--- config.mk ---
export PLATFORM = sky130hd
export DESIGN_NAME = ascii_unsigned_integer_parser
export DESIGN_NICKNAME = d
export VERILOG_FILES = /design/src/rtl/aup_pkg.sv /design/src/rtl/aup_mac.sv /design/src/rtl/aup_out_buf.sv /design/src/rtl/ascii_unsigned_integer_parser.sv
export VERILOG_INCLUDE_DIRS = /design/src /design/src/rtl
export SDC_FILE = /design/constraint.sdc
export NUM_CORES = 1
export LEC_CHECK = 0
export ABC_AREA = 1
export BUFFER_PORTS_ARGS = -buffer_cell sky130_fd_sc_hd__buf_2
export CAP_MARGIN = 20
export CORE_MARGIN = 2
export CORE_UTILIZATION = 41
export CTS_CLUSTER_DIAMETER = 80
export DETAILED_ROUTE_END_ITERATION = 8
export MAX_ROUTING_LAYER = met4
export PLACE_DENSITY_LB_ADDON = 0.25
export SLEW_MARGIN = 20
export SYNTH_ARGS = -nofsm -noshare
export SYNTH_HDL_FRONTEND = slang
export SYNTH_HIERARCHICAL = 1
export SYNTH_SLANG_ARGS = --single-unit
--- constraint.sdc ---
create_clock -name clk -period 12.15 [get_ports clk]
set_input_delay 3.0375 -clock clk [delete_from_list [all_inputs] [get_ports clk]]
set_output_delay 3.0375 -clock clk [all_outputs]
set_load 0.05 [all_outputs]
--- src/rtl/ascii_unsigned_integer_parser_assert.svh ---
// assertion helpers used by the parser rtl
`ifndef ASCII_UNSIGNED_INTEGER_PARSER_ASSERT_SVH
`define ASCII_UNSIGNED_INTEGER_PARSER_ASSERT_SVH

// same-cycle implication
`define AUP_ASSERT_IMPL(label, clk, rst_n, cond, prop) \
    label: assert property (@(posedge clk) disable iff (!rst_n) (cond) |-> (prop)) \
        else $error("parser assertion failed");

// next-cycle implication
`define AUP_ASSERT_NEXT(label, clk, rst_n, cond, prop) \
    label: assert property (@(posedge clk) disable iff (!rst_n) (cond) |=> (prop)) \
        else $error("parser assertion failed");

`endif

--- src/rtl/aup_pkg.sv ---
package aup_pkg;

    localparam int VALUE_BITS     = 64;
    localparam int COUNT_BITS     = 16;
    localparam int RADIX_BITS     = 5;
    localparam int WIDTH_BITS     = 16;
    localparam int CHAR_BITS      = 8;
    localparam int CFG_INDEX_BITS = 1;
    localparam int CFG_DATA_BITS  = 16;

    localparam logic [CFG_INDEX_BITS-1:0] CFG_RADIX_MODE  = 1'd0;
    localparam logic [CFG_INDEX_BITS-1:0] CFG_WIDTH_LIMIT = 1'd1;

    localparam logic [RADIX_BITS-1:0] RADIX_AUTO = 5'd0;
    localparam logic [RADIX_BITS-1:0] RADIX_OCT  = 5'd8;
    localparam logic [RADIX_BITS-1:0] RADIX_DEC  = 5'd10;
    localparam logic [RADIX_BITS-1:0] RADIX_HEX  = 5'd16;

    localparam logic [CHAR_BITS-1:0] CHAR_ZERO = 8'h30;
    localparam logic [CHAR_BITS-1:0] CHAR_X_LO = 8'h78;
    localparam logic [CHAR_BITS-1:0] CHAR_X_UP = 8'h58;

    typedef struct packed {
        logic [CHAR_BITS-1:0] char_in;
        logic                 field_start;
    } in_item_t;

    typedef struct packed {
        logic [VALUE_BITS-1:0] number_value;
        logic [COUNT_BITS-1:0] digit_count;
        logic [COUNT_BITS-1:0] consumed_count;
        logic [RADIX_BITS-1:0] radix_used;
        logic                  overflowed;
    } out_item_t;

    typedef struct packed {
        logic       ok;
        logic [3:0] val;
    } digit_t;

    typedef struct packed {
        logic hit;
        logic ovf;
    } mac_status_t;

    typedef enum logic [2:0] {
        PH_IDLE   = 3'b001,
        PH_DIGITS = 3'b010,
        PH_ZERO   = 3'b100
    } phase_t;

    function automatic digit_t digit_of(input logic [CHAR_BITS-1:0] c);
        digit_t d;
        d.ok  = 1'b1;
        d.val = 4'd0;
        if (c inside {[8'h30:8'h39]})
        begin
            d.val = 4'(c - 8'h30);
        end
        else if (c inside {[8'h61:8'h66]})
        begin
            d.val = 4'(c - 8'h57);
        end
        else if (c inside {[8'h41:8'h46]})
        begin
            d.val = 4'(c - 8'h37);
        end
        else
        begin
            d.ok = 1'b0;
        end
        return d;
    endfunction

    // saturating count increment
    function automatic logic [COUNT_BITS-1:0] cnt_add(input logic [COUNT_BITS-1:0] v,
                                                      input logic [1:0] by);
        logic [COUNT_BITS:0] s;
        s = {1'b0, v} + (COUNT_BITS+1)'(by);
        return s[COUNT_BITS] ? {COUNT_BITS{1'b1}} : s[COUNT_BITS-1:0];
    endfunction

    // width budget, floors at zero
    function automatic logic [WIDTH_BITS-1:0] width_take(input logic [WIDTH_BITS-1:0] v,
                                                         input logic [1:0] by);
        logic [WIDTH_BITS-1:0] b;
        b = WIDTH_BITS'(by);
        return (v > b) ? (v - b) : {WIDTH_BITS{1'b0}};
    endfunction

endpackage

--- src/rtl/aup_mac.sv ---
module aup_mac import aup_pkg::*; (
    input  logic [VALUE_BITS-1:0] acc,
    input  logic [RADIX_BITS-1:0] radix,
    input  logic [CHAR_BITS-1:0]  chr,
    output logic [VALUE_BITS-1:0] acc_next,
    output mac_status_t           status
);

    localparam int PW = VALUE_BITS + RADIX_BITS + 1;

    digit_t        dig;
    logic [PW-1:0] prod;

    always_comb
    begin
        dig        = digit_of(chr);
        status.hit = dig.ok && ({1'b0, dig.val} < radix);
        prod       = PW'(acc) * PW'(radix) + PW'(dig.val);
        // anything above the value width means the result no longer fits
        status.ovf = |prod[PW-1:VALUE_BITS];
        acc_next   = status.ovf ? {VALUE_BITS{1'b1}} : prod[VALUE_BITS-1:0];
    end

endmodule

--- src/rtl/aup_out_buf.sv ---
module aup_out_buf import aup_pkg::*; (
    input  logic      clk,
    input  logic      rst_n,
    input  logic      push,
    input  out_item_t push_data,
    output logic      full,
    output logic      out_valid,
    input  logic      out_stall,
    output out_item_t out_data
);

    logic      out_valid_reg, out_valid_next;
    logic      skid_valid_reg, skid_valid_next;
    out_item_t out_data_reg, out_data_next;
    out_item_t skid_data_reg, skid_data_next;
    logic      pop;

    assign pop       = out_valid_reg && !out_stall;
    assign full      = skid_valid_reg;
    assign out_valid = out_valid_reg;
    assign out_data  = out_data_reg;

    always_comb
    begin
        out_valid_next  = out_valid_reg;
        skid_valid_next = skid_valid_reg;
        out_data_next   = out_data_reg;
        skid_data_next  = skid_data_reg;
        if (skid_valid_reg)
        begin
            if (pop)
            begin
                out_data_next   = skid_data_reg;
                skid_valid_next = 1'b0;
            end
        end
        else if (push)
        begin
            if (!out_valid_reg || pop)
            begin
                out_data_next  = push_data;
                out_valid_next = 1'b1;
            end
            else
            begin
                skid_data_next  = push_data;
                skid_valid_next = 1'b1;
            end
        end
        else if (pop)
        begin
            out_valid_next = 1'b0;
        end
    end

    always_ff @(posedge clk or negedge rst_n)
    begin
        if (!rst_n)
        begin
            out_valid_reg  <= 1'b0;
            skid_valid_reg <= 1'b0;
        end
        else
        begin
            out_valid_reg  <= out_valid_next;
            skid_valid_reg <= skid_valid_next;
        end
    end

    always_ff @(posedge clk)
    begin
        out_data_reg  <= out_data_next;
        skid_data_reg <= skid_data_next;
    end

endmodule

--- src/rtl/ascii_unsigned_integer_parser.sv ---
// channel | direction | handshake          | payload
// in      | into      | in_valid, in_stall  | in_data (char_in, field_start)
// out     | out of    | out_valid, out_stall| out_data (value, counts, radix, flag)
// cfg     | into      | cfg_we              | cfg_index, cfg_data
//
// one character is taken per cycle while in_stall is low; the result for the character
// that ends its number comes from the single radix multiply-add, via the output buffer
// a two-entry output buffer lets input continue while one result waits on out_stall
// in_stall rises only when both output entries are held
// reset: radix_mode 10, width_limit 0, no number active, output empty
`include "ascii_unsigned_integer_parser_assert.svh"

module ascii_unsigned_integer_parser import aup_pkg::*; (
    input  logic                      clk,
    input  logic                      rst_n,
    input  logic                      in_valid,
    output logic                      in_stall,
    input  in_item_t                  in_data,
    output logic                      out_valid,
    input  logic                      out_stall,
    output out_item_t                 out_data,
    input  logic                      cfg_we,
    input  logic [CFG_INDEX_BITS-1:0] cfg_index,
    input  logic [CFG_DATA_BITS-1:0]  cfg_data
);

    logic [RADIX_BITS-1:0] radix_mode_reg;
    logic [WIDTH_BITS-1:0] width_limit_reg;

    phase_t                phase_reg, phase_next;
    logic                  unb_reg, unb_next;
    logic [VALUE_BITS-1:0] acc_reg, acc_next;
    logic [COUNT_BITS-1:0] dig_reg, dig_next;
    logic [COUNT_BITS-1:0] cons_reg, cons_next;
    logic [WIDTH_BITS-1:0] wl_reg, wl_next;
    logic [RADIX_BITS-1:0] radix_reg, radix_next;
    logic                  sat_reg, sat_next;

    // state ahead of the digit step
    logic [VALUE_BITS-1:0] b_acc;
    logic [COUNT_BITS-1:0] b_dig, b_cons;
    logic [WIDTH_BITS-1:0] b_wl;
    logic [RADIX_BITS-1:0] b_radix;
    logic                  b_sat, b_unb;
    phase_t                b_phase;
    logic                  b_step, b_emit;

    logic                  in_fire;
    logic                  is_zero, is_x, prefix_mode;
    logic [VALUE_BITS-1:0] mac_acc;
    mac_status_t           mac_st;
    logic [WIDTH_BITS-1:0] s_wl;
    logic                  push;
    out_item_t             push_data;
    logic                  buf_full;

    assign in_fire     = in_valid && !in_stall;
    assign in_stall    = buf_full;
    assign is_zero     = (in_data.char_in == CHAR_ZERO);
    assign is_x        = (in_data.char_in == CHAR_X_LO) || (in_data.char_in == CHAR_X_UP);
    assign prefix_mode = (radix_mode_reg == RADIX_AUTO) || (radix_mode_reg == RADIX_HEX);

    always_comb
    begin
        b_acc   = acc_reg;
        b_dig   = dig_reg;
        b_cons  = cons_reg;
        b_wl    = wl_reg;
        b_radix = radix_reg;
        b_sat   = sat_reg;
        b_unb   = unb_reg;
        b_phase = phase_reg;
        b_step  = 1'b0;
        b_emit  = 1'b0;
        if (in_fire)
        begin
            if (in_data.field_start)
            begin
                b_acc   = '0;
                b_dig   = '0;
                b_cons  = '0;
                b_sat   = 1'b0;
                b_unb   = (width_limit_reg == '0);
                b_wl    = width_limit_reg;
                b_phase = PH_DIGITS;
                // a leading zero may open a prefix when two characters of width remain
                if (is_zero && prefix_mode && (b_unb || width_limit_reg >= WIDTH_BITS'(2)))
                begin
                    b_phase = PH_ZERO;
                    b_radix = (radix_mode_reg == RADIX_AUTO) ? RADIX_OCT : RADIX_HEX;
                end
                else
                begin
                    if (radix_mode_reg == RADIX_AUTO)
                    begin
                        b_radix = is_zero ? RADIX_OCT : RADIX_DEC;
                    end
                    else
                    begin
                        b_radix = radix_mode_reg;
                    end
                    b_step = 1'b1;
                end
            end
            else
            begin
                case (phase_reg)
                    PH_ZERO:
                    begin
                        b_phase = PH_DIGITS;
                        if (is_x)
                        begin
                            b_radix = RADIX_HEX;
                            b_cons  = cnt_add(cons_reg, 2'd2);
                            b_wl    = width_take(wl_reg, 2'd2);
                            b_emit  = !unb_reg && (b_wl == '0);
                        end
                        else
                        begin
                            // held zero becomes a digit; this character is tried if width is left
                            b_dig  = cnt_add(dig_reg, 2'd1);
                            b_cons = cnt_add(cons_reg, 2'd1);
                            b_wl   = width_take(wl_reg, 2'd1);
                            b_emit = !unb_reg && (b_wl == '0);
                            b_step = !b_emit;
                        end
                    end
                    PH_DIGITS:
                    begin
                        b_step = 1'b1;
                    end
                    default:
                    begin
                        b_step = 1'b0;
                    end
                endcase
            end
        end
    end

    aup_mac u_mac (
        .acc      (b_acc),
        .radix    (b_radix),
        .chr      (in_data.char_in),
        .acc_next (mac_acc),
        .status   (mac_st)
    );

    assign s_wl = width_take(b_wl, 2'd1);

    always_comb
    begin
        acc_next   = b_acc;
        dig_next   = b_dig;
        cons_next  = b_cons;
        wl_next    = b_wl;
        radix_next = b_radix;
        sat_next   = b_sat;
        unb_next   = b_unb;
        phase_next = b_phase;
        push       = b_emit;
        if (b_step)
        begin
            if (!mac_st.hit)
            begin
                // a non-digit or a digit beyond the radix ends the number, not consumed
                push = 1'b1;
            end
            else
            begin
                acc_next  = mac_acc;
                sat_next  = b_sat || mac_st.ovf;
                dig_next  = cnt_add(b_dig, 2'd1);
                cons_next = cnt_add(b_cons, 2'd1);
                wl_next   = s_wl;
                push      = !b_unb && (s_wl == '0);
            end
        end
        if (push)
        begin
            phase_next = PH_IDLE;
        end
        push_data.number_value   = acc_next;
        push_data.digit_count    = dig_next;
        push_data.consumed_count = cons_next;
        push_data.radix_used     = radix_next;
        push_data.overflowed     = sat_next;
    end

    always_ff @(posedge clk or negedge rst_n)
    begin
        if (!rst_n)
        begin
            radix_mode_reg  <= RADIX_DEC;
            width_limit_reg <= '0;
            phase_reg       <= PH_IDLE;
            unb_reg         <= 1'b0;
        end
        else
        begin
            if (cfg_we)
            begin
                case (cfg_index)
                    CFG_RADIX_MODE:  radix_mode_reg  <= cfg_data[RADIX_BITS-1:0];
                    CFG_WIDTH_LIMIT: width_limit_reg <= cfg_data[WIDTH_BITS-1:0];
                    default:         radix_mode_reg  <= radix_mode_reg;
                endcase
            end
            phase_reg <= phase_next;
            unb_reg   <= unb_next;
        end
    end

    always_ff @(posedge clk)
    begin
        acc_reg   <= acc_next;
        dig_reg   <= dig_next;
        cons_reg  <= cons_next;
        wl_reg    <= wl_next;
        radix_reg <= radix_next;
        sat_reg   <= sat_next;
    end

    aup_out_buf u_out_buf (
        .clk       (clk),
        .rst_n     (rst_n),
        .push      (push && in_fire),
        .push_data (push_data),
        .full      (buf_full),
        .out_valid (out_valid),
        .out_stall (out_stall),
        .out_data  (out_data)
    );

    `AUP_ASSERT_IMPL(a_stall_has_result, clk, rst_n, in_stall, out_valid)
    `AUP_ASSERT_IMPL(a_sat_all_ones, clk, rst_n, out_valid && out_data.overflowed, &out_data.number_value)
    `AUP_ASSERT_IMPL(a_digits_in_consumed, clk, rst_n, out_valid, out_data.digit_count <= out_data.consumed_count)
    `AUP_ASSERT_NEXT(a_zero_waits, clk, rst_n, (phase_reg == PH_ZERO) && !in_fire, phase_reg == PH_ZERO)

endmodule

==> key figures, run 1 <==
Run status
  • Status: finished clean

Global route
  • Antenna violations before repair: 0
  • Congestion Overflow GR: 0
  • Vias in the first global route: 26900
  • Largest net degree at the start of global routing: 103
  • All-layer global routing usage: 0.239
  • Global-route wire length before repair: 145000 microns

Timing
  • RSZ-0062 raised after global routing: no
  • Fin. Hold Viols: 0
  • Max Slew Vio Count: 0
  • Least-Margin Pin Slew: 1.06 ns
  • Min cycle time layout: 10.12 ns
  • Setup TNS: 0 ns
  • FMAX: 98.8 MHz
  • Setup violators final: 0
  • Max-slew headroom: 0.291
  • Final worst-path cycle share: 0.833
  • Worst clock skew: 0.0302 ns
  • Hold Worst Slack: 0.495 ns

Detailed routing
  • WL final: 90300 microns
  • Routed wire per std cell: 16.9 microns
  • Drc violations: 0
  • Pre-Repair DR Iteration Count: 6
  • Post-DRT Antenna Nets: 0
  • Via count: 27100
  • First DRT Iteration DRCs: 2025
  • Vias/cell: 5.08

Power and ir drop
  • Static Leak: 17.9 nW
  • Pwr Density: 154 nW/um^2
  • Worst vdd ir: 0.000128 V

Yosys
  • Synth Flop Type: edfxtp_1
  • Synth Instances: 4237
  • Post-synth top cells: 1418 x nand2_1, 704 x inv_1, 261 x nor2_1
  • Seq/Total Area, Yosys: 0.293
  • FFs w/ async S/R, synth: 0.0774
  • Post-synth EDFFs: 204
  • Mapped Area: 31300 sq um
  • Mapped Nets: 4615
  • Register bit total from synthesis: 349
  • Area share of the largest cell type after synthesis: 0.196
  • Cell variety after synth: 69
  • Synth area leaders: edfxtp_1 20%, nand2_1 17%, fa_1 12%
  • Synth area leader: edfxtp_1
  • Synth Area per Inst: 7.39 sq um
  • Synth warnings: 6
  • Most numerous cell in the Yosys netlist: nand2_1

Place
  • Routability Congestion: 1.01
  • DP HPWL: 70300 microns
  • Post-DP Area: 32700 sq um
  • Placed insts: 5251
  • Port Buffers: 134

Worst setup path
  • Crit path DAT: 10.44 ns
  • CP endpoint kind: register
  • WP data required: 12.47 ns
  • CP Class: input pin to register
  • Crit path max fanout: 41
  • Crit start category: input pin

Clock tree
  • TritonCTS Buffers: 42
  • Root Buffer: clkbuf_16
  • Resized Gates After CTS: 0
  • CTS tree: done
  • H-tree depth: 2
  • Clk buf depth: 3
  • Hold-fix buffers, CTS: 0
  • Clock sinks: 349
  • Post-CTS Setup Inserts: 0
  • Worst-Skew Late Latency: 0.59 ns
  • Worst-path clk slew: 0.06 ns

Layout
  • Fillers: 7715
  • Area delta synth->final: 8.98%
  • Ant. Diodes: 0
  • Multi-input logic area: 18500 sq um
  • FF/Latch Area: 9170 sq um
  • Post-route cell area: 34100 sq um
  • Final Non-Filler Cells: 5328
  • Nets@finish: 4695
  • Final core utilization: 0.450
  • Share of cells above drive strength 1: 0.115

Floorplanning
  • Die Footprint: 78600 sq um
  • I/O pins: 135
  • Die H: 280 microns
  • Initial Util: 0.413
  • Core Region: 75800 sq um
  • Row cnt: 101
  • Die width: 280 microns

Hold path
  • Hold crit path type: register to register

Job
  • MaxCap Viol Count: 0
-- power by group --
part	internal (mW)	switching, mW
combinational	0.462	1.67
sequential	1.62	0.187
clock	0.779	0.530
-- path summary, 6_finish.rpt --
path,endpoint,from,slack [ns],cells after the start
min in group asynchronous,u_out_buf/full,rst_n,2.50,1
hold / removal,u_out_buf/out_data[31],u_out_buf/skid_data_reg[31],0.49,2
max in group asynchronous,u_out_buf/full,rst_n,9.14,1
hold reg to reg,u_out_buf/out_data[31],u_out_buf/skid_data_reg[31],0.49,2
setup reg to reg,u_out_buf/out_data[91],u_out_buf/full,3.71,28
setup / recovery,u_out_buf/out_data[91],in_data[0],2.03,28
-- metal layers --
| metal | vias up | part of all wire | wire length, microns | global-route usage |
|---|---|---|---|---|
| met2 | 735 | 0.47 | 42600 | 0.396 |
| met4 | 0 | 0.043 | 3910 | 0.0969 |
| li1 | 13400 | - | - | - |
| met1 | 12700 | 0.43 | 39100 | 0.297 |
| met5 | - | 0 | 0 | - |
| met3 | 175 | 0.052 | 4670 | 0.0274 |
-- final cells by class --
type | count | share of cell area
clock buffers | 58 | 0.0347
clock inverters | 19 | 0.00789
inverters | 752 | 0.0829
multi-input cells | 3012 | 0.543
flip-flops and latches | 349 | 0.269
well taps | 978 | 0.0359
repair buffers | 160 | 0.0265
-- stage by stage --
step | power, mW | setup slack [ns]
final | 5.24 | 2.03
after global routing | 5.53 | 1.56
after CTS | 5.28 | 2.05
after detailed placement | 3.95 | 1.45
after global placement | 3.94 | 1.57
after floorplan | 3.40 | 0.729
-- cells in the final DEF (no fill, tap or decap), types with 5 or more instances in the layout --
master,instances
clkbuf_1,10
xnor2_1,35
o21bai_1,28
clkbuf_8,5
mux2_2,7
a22oi_1,5
fa_1,190
dfxtp_1,118
nand3b_1,10
nor2_2,30
o21ai_1,22
nor3_2,7
a21oi_2,5
nand2_2,42
nor3_1,31
nand2_1,1417
nor2_1,260
buf_4,23
o22ai_1,10
nand3_1,178
a21oi_1,142
dfrtp_1,23
clkbuf_16,43
nor2_4,16
nand3_2,77
nor4_1,11
buf_2,134
inv_1,702
xor2_1,42
edfxtp_1,204
inv_2,43
o21ai_2,10
o211ai_1,5
nand4_1,47
ha_1,157
o21ai_0,167
a31oi_1,6
-- critical path, cell delays in order --
cell     delay, ns
buf_2         0.26
nand2_2       0.14
buf_4         0.37
o21ai_0       0.18
buf_4         0.21
o21ai_4       0.67
buf_4         0.55
nand2_1       0.16
fa_1          0.46
fa_1          0.51
inv_1         0.05
fa_1          0.43
ha_1          0.34
a21oi_1       0.24
o21ai_0       0.25
a21oi_1       0.43
nand2_1       0.13
a21oi_1       0.18
nand2_1       0.07
nand2_1       0.07
nand3_2       0.08
nor2_4        0.66
buf_4         0.35
nand3_2       0.08
nand2_1       0.08
o21ai_0       0.14
nand2_1       0.13
nand2_1       0.07
-- cells by family after synthesis --
logic type | count (synthesis) | synth area share
flops | 349 | 0.293
xor+xnor | 77 | 0.0215
buf+inv | 876 | 0.117
mux | 7 | 0.00252
simple gates | 2146 | 0.302
fa+ha+maj | 347 | 0.184
compound gates | 435 | 0.0795
No activity file was read; power rests on OpenSTA's default activity.
==> run 2: changes to the inputs <==
clock period = 8.9 ns   (was 12.15 ns; I/O delays follow)
==> run 2 against run 1 <==
Net effect: die area did not move; final cell count grew 0.36%; combinational power rose by 40%; cell area up 0.43%; sequential power is 37% higher; non-clock buffer count increased by 16; wire length is 3.0% higher; setup slack worse by 1.3 ns; critical endpoint is now u_out_buf/out_data[98].
==> key figures, run 2 (synthesis results as in run 1) <==
Layout
  • Post-route cell area: 34300 sq um (+0.43%)
  • Final core utilization: 0.452 (+0.00191)
  • Ant. Diodes: 0 (unchanged)
  • Nets@finish: 4712 (+0.36%)
  • Fillers: 7758 (+0.56%)
  • Share of cells above drive strength 1: 0.117 (+0.00225)
  • Area delta synth->final: 9.45%
  • Most common cell after layout, fill and taps aside: nand2_1
  • Commonest non-fill, non-tap cells in the layout: 1417 x nand2_1, 702 x inv_1, 260 x nor2_1, 204 x edfxtp_1, 190 x fa_1

Clock tree
  • Clk buf depth: 3 (unchanged)
  • Clock sinks: 349 (unchanged)
  • H-tree depth: 2 (unchanged)
  • Root Buffer: clkbuf_16
  • Post-CTS Setup Inserts: 0 (unchanged)
  • CTS tree: done
  • Worst-path clk slew: 0.06 ns (about the same)
  • Worst-Skew Late Latency: 0.59 ns (about the same)
  • Hold-fix buffers, CTS: 0 (unchanged)
  • Resized Gates After CTS: 0 (unchanged)
  • TritonCTS Buffers: 43 (+2.4%)

Worst setup path
  • Crit start category: input pin
  • Crit path max fanout: 51 (+24%)
  • CP Class: input pin to register
  • Most used cell, CP: nand2_1
  • WP data required: 9.20 ns (-3.27 ns)
  • Crit path DAT: 8.47 ns (-1.97 ns)
  • CP endpoint kind: register
  • Max incr delay on CP: 0.54 ns (-0.13 ns)
  • Slowest stage cell on the critical path: fa_1

Global route
  • Antenna violations before repair: 0 (unchanged)
  • All-layer global routing usage: 0.247 (+0.00833)
  • Largest net degree at the start of global routing: 103 (unchanged)
  • Congestion Overflow GR: 0 (unchanged)
  • Vias in the first global route: 27200 (+1.4%)
  • Global-route wire length before repair: 149000 microns (+3.0%)

Timing
  • Min cycle time layout: 8.16 ns
  • Final worst-path cycle share: 0.917
  • Worst Slack Setup Final: 0.738 ns (-1.29 ns)
  • Least-Margin Pin Slew: 1.05 ns (-0.0174 ns)
  • Setup TNS: 0 ns (unchanged)
  • Setup violators final: 0 (unchanged)
  • Worst clock skew: 0.0335 ns (+0.00335 ns)
  • Max Slew Vio Count: 0 (unchanged)
  • RSZ-0062 raised after global routing: no
  • Fin. Hold Viols: 0 (unchanged)
  • FMAX: 123 MHz
  • Max-slew headroom: 0.303 (+0.0116)

Detailed routing
  • Drc violations: 0 (unchanged)
  • WL final: 93000 microns (+3.0%)
  • First DRT Iteration DRCs: 1751 (-14%)
  • Vias/cell: 5.06 (-0.27%)
  • Post-DRT Antenna Nets: 0 (unchanged)
  • Via count: 27100 (+0.089%)
  • Routed wire per std cell: 17.4 microns (+2.6%)
  • Pre-Repair DR Iteration Count: 6 (unchanged)

Floorplanning
  • I/O pins: 135 (unchanged)
  • Die H: 280 microns (unchanged)
  • Row cnt: 101 (unchanged)
  • Core Region: 75800 sq um (unchanged)
  • Initial Util: 0.413 (unchanged)
  • Die width: 280 microns (unchanged)
  • Die Footprint: 78600 sq um (unchanged)

Power and ir drop
  • Combinational power share: 0.414 (+0.007)
  • Switching power: 3.31 mW (+39%)
  • Sw Share: 0.460 (+0.00504)
  • Pint: 3.89 mW (+36%)
  • Clock share of power: 0.244 (-0.006)
  • Worst vdd ir: 0.000179 V (+40%)
  • Static Leak: 18.0 nW (+0.55%)
  • Pwr Density: 210 nW/um^2 (+37%)
  • Register share of total power: 0.343 (about the same)

Job
  • MaxCap Viol Count: 0 (unchanged)

Place
  • Post-Place Worst Slack: 0.238 ns (-1.21 ns)
  • Post-DP Area: 32800 sq um (+0.56%)
  • Port Buffers: 134 (unchanged)
  • DP HPWL: 71500 microns (+1.7%)
  • Routability Congestion: 1.01 (+0.25%)

Run status
  • Status: finished clean

Hold path
  • Hold crit path type: register to register
## run 2: changes by cell type in the layout (fill, tap and decap cells not counted), moves of 2 or more
cell / change
buf_4: +11
buf_12: +5
clkinv_1: +5
clkinv_4: -4
clkbuf_1: +2
clkinvlp_4: -2
inv_6: +2
## run 2: power by group through the flow
stage / sequential (mW) / combinational (mW) / clock [mW]
finish: 2.47 / 2.98 / 1.76
global route: 2.51 / 3.24 / 1.86
CTS: 2.47 / 2.99 / 1.81
detailed placement: 2.50 / 2.98 / 0
global placement: 2.51 / 2.98 / 0
floorplan: 3.23 / 1.39 / 0
## run 2: final cells by class
type / instances / area, sq um / share of cell area
Multi-Input combinational cell: 3012 / 18500 / 0.541
Sequential cell: 349 / 9170 / 0.268
Inverter: 752 / 2830 / 0.0826
Tap cell: 978 / 1220 / 0.0357
Clock buffer: 59 / 1180 / 0.0343
Timing Repair Buffer: 176 / 1090 / 0.0317
Clock inverter: 21 / 238 / 0.00694
## run 2: per-layer routing
layer	wire length [microns]	GRT usage
met1	41400	0.315
met2	45200	0.419
met3	3650	0.0212
met4	2720	0.0710
met5	0	-
## run 2: worst max-delay path, delay by kind of cell
family | cells | cell delay (ns)
fa+ha+maj | 4 | 1.91
buf+inv | 8 | 1.04
compound gates | 5 | 1.07
simple gates | 14 | 2.08
## run 2: path summary, 6_finish.rpt
path,from,endpoint,slack [ns],cells after the start
min in group asynchronous,rst_n,width_limit_reg[14],1.69,1
setup / recovery,in_valid,u_out_buf/out_data[98],0.74,31
hold / removal,u_out_buf/skid_data_reg[29],u_out_buf/out_data[29],0.51,2
hold reg to reg,u_out_buf/skid_data_reg[29],u_out_buf/out_data[29],0.51,2
max in group asynchronous,rst_n,u_out_buf/full,6.68,1
setup reg to reg,phase_reg[1],u_out_buf/out_data[98],1.84,29
## run 2: metrics by stage
| stage | power, mW | hold slack, ns | instances |
|---|---|---|---|
| floorplan | 4.62 | 0.466 | 4237 |
| finish | 7.20 | 0.510 | 5347 |
| global route | 7.61 | 0.527 | 5347 |
| detailed placement | 5.49 | 0.501 | 5267 |
| CTS | 7.27 | 0.511 | 5347 |
| global placement | 5.48 | 0.498 | 5267 |
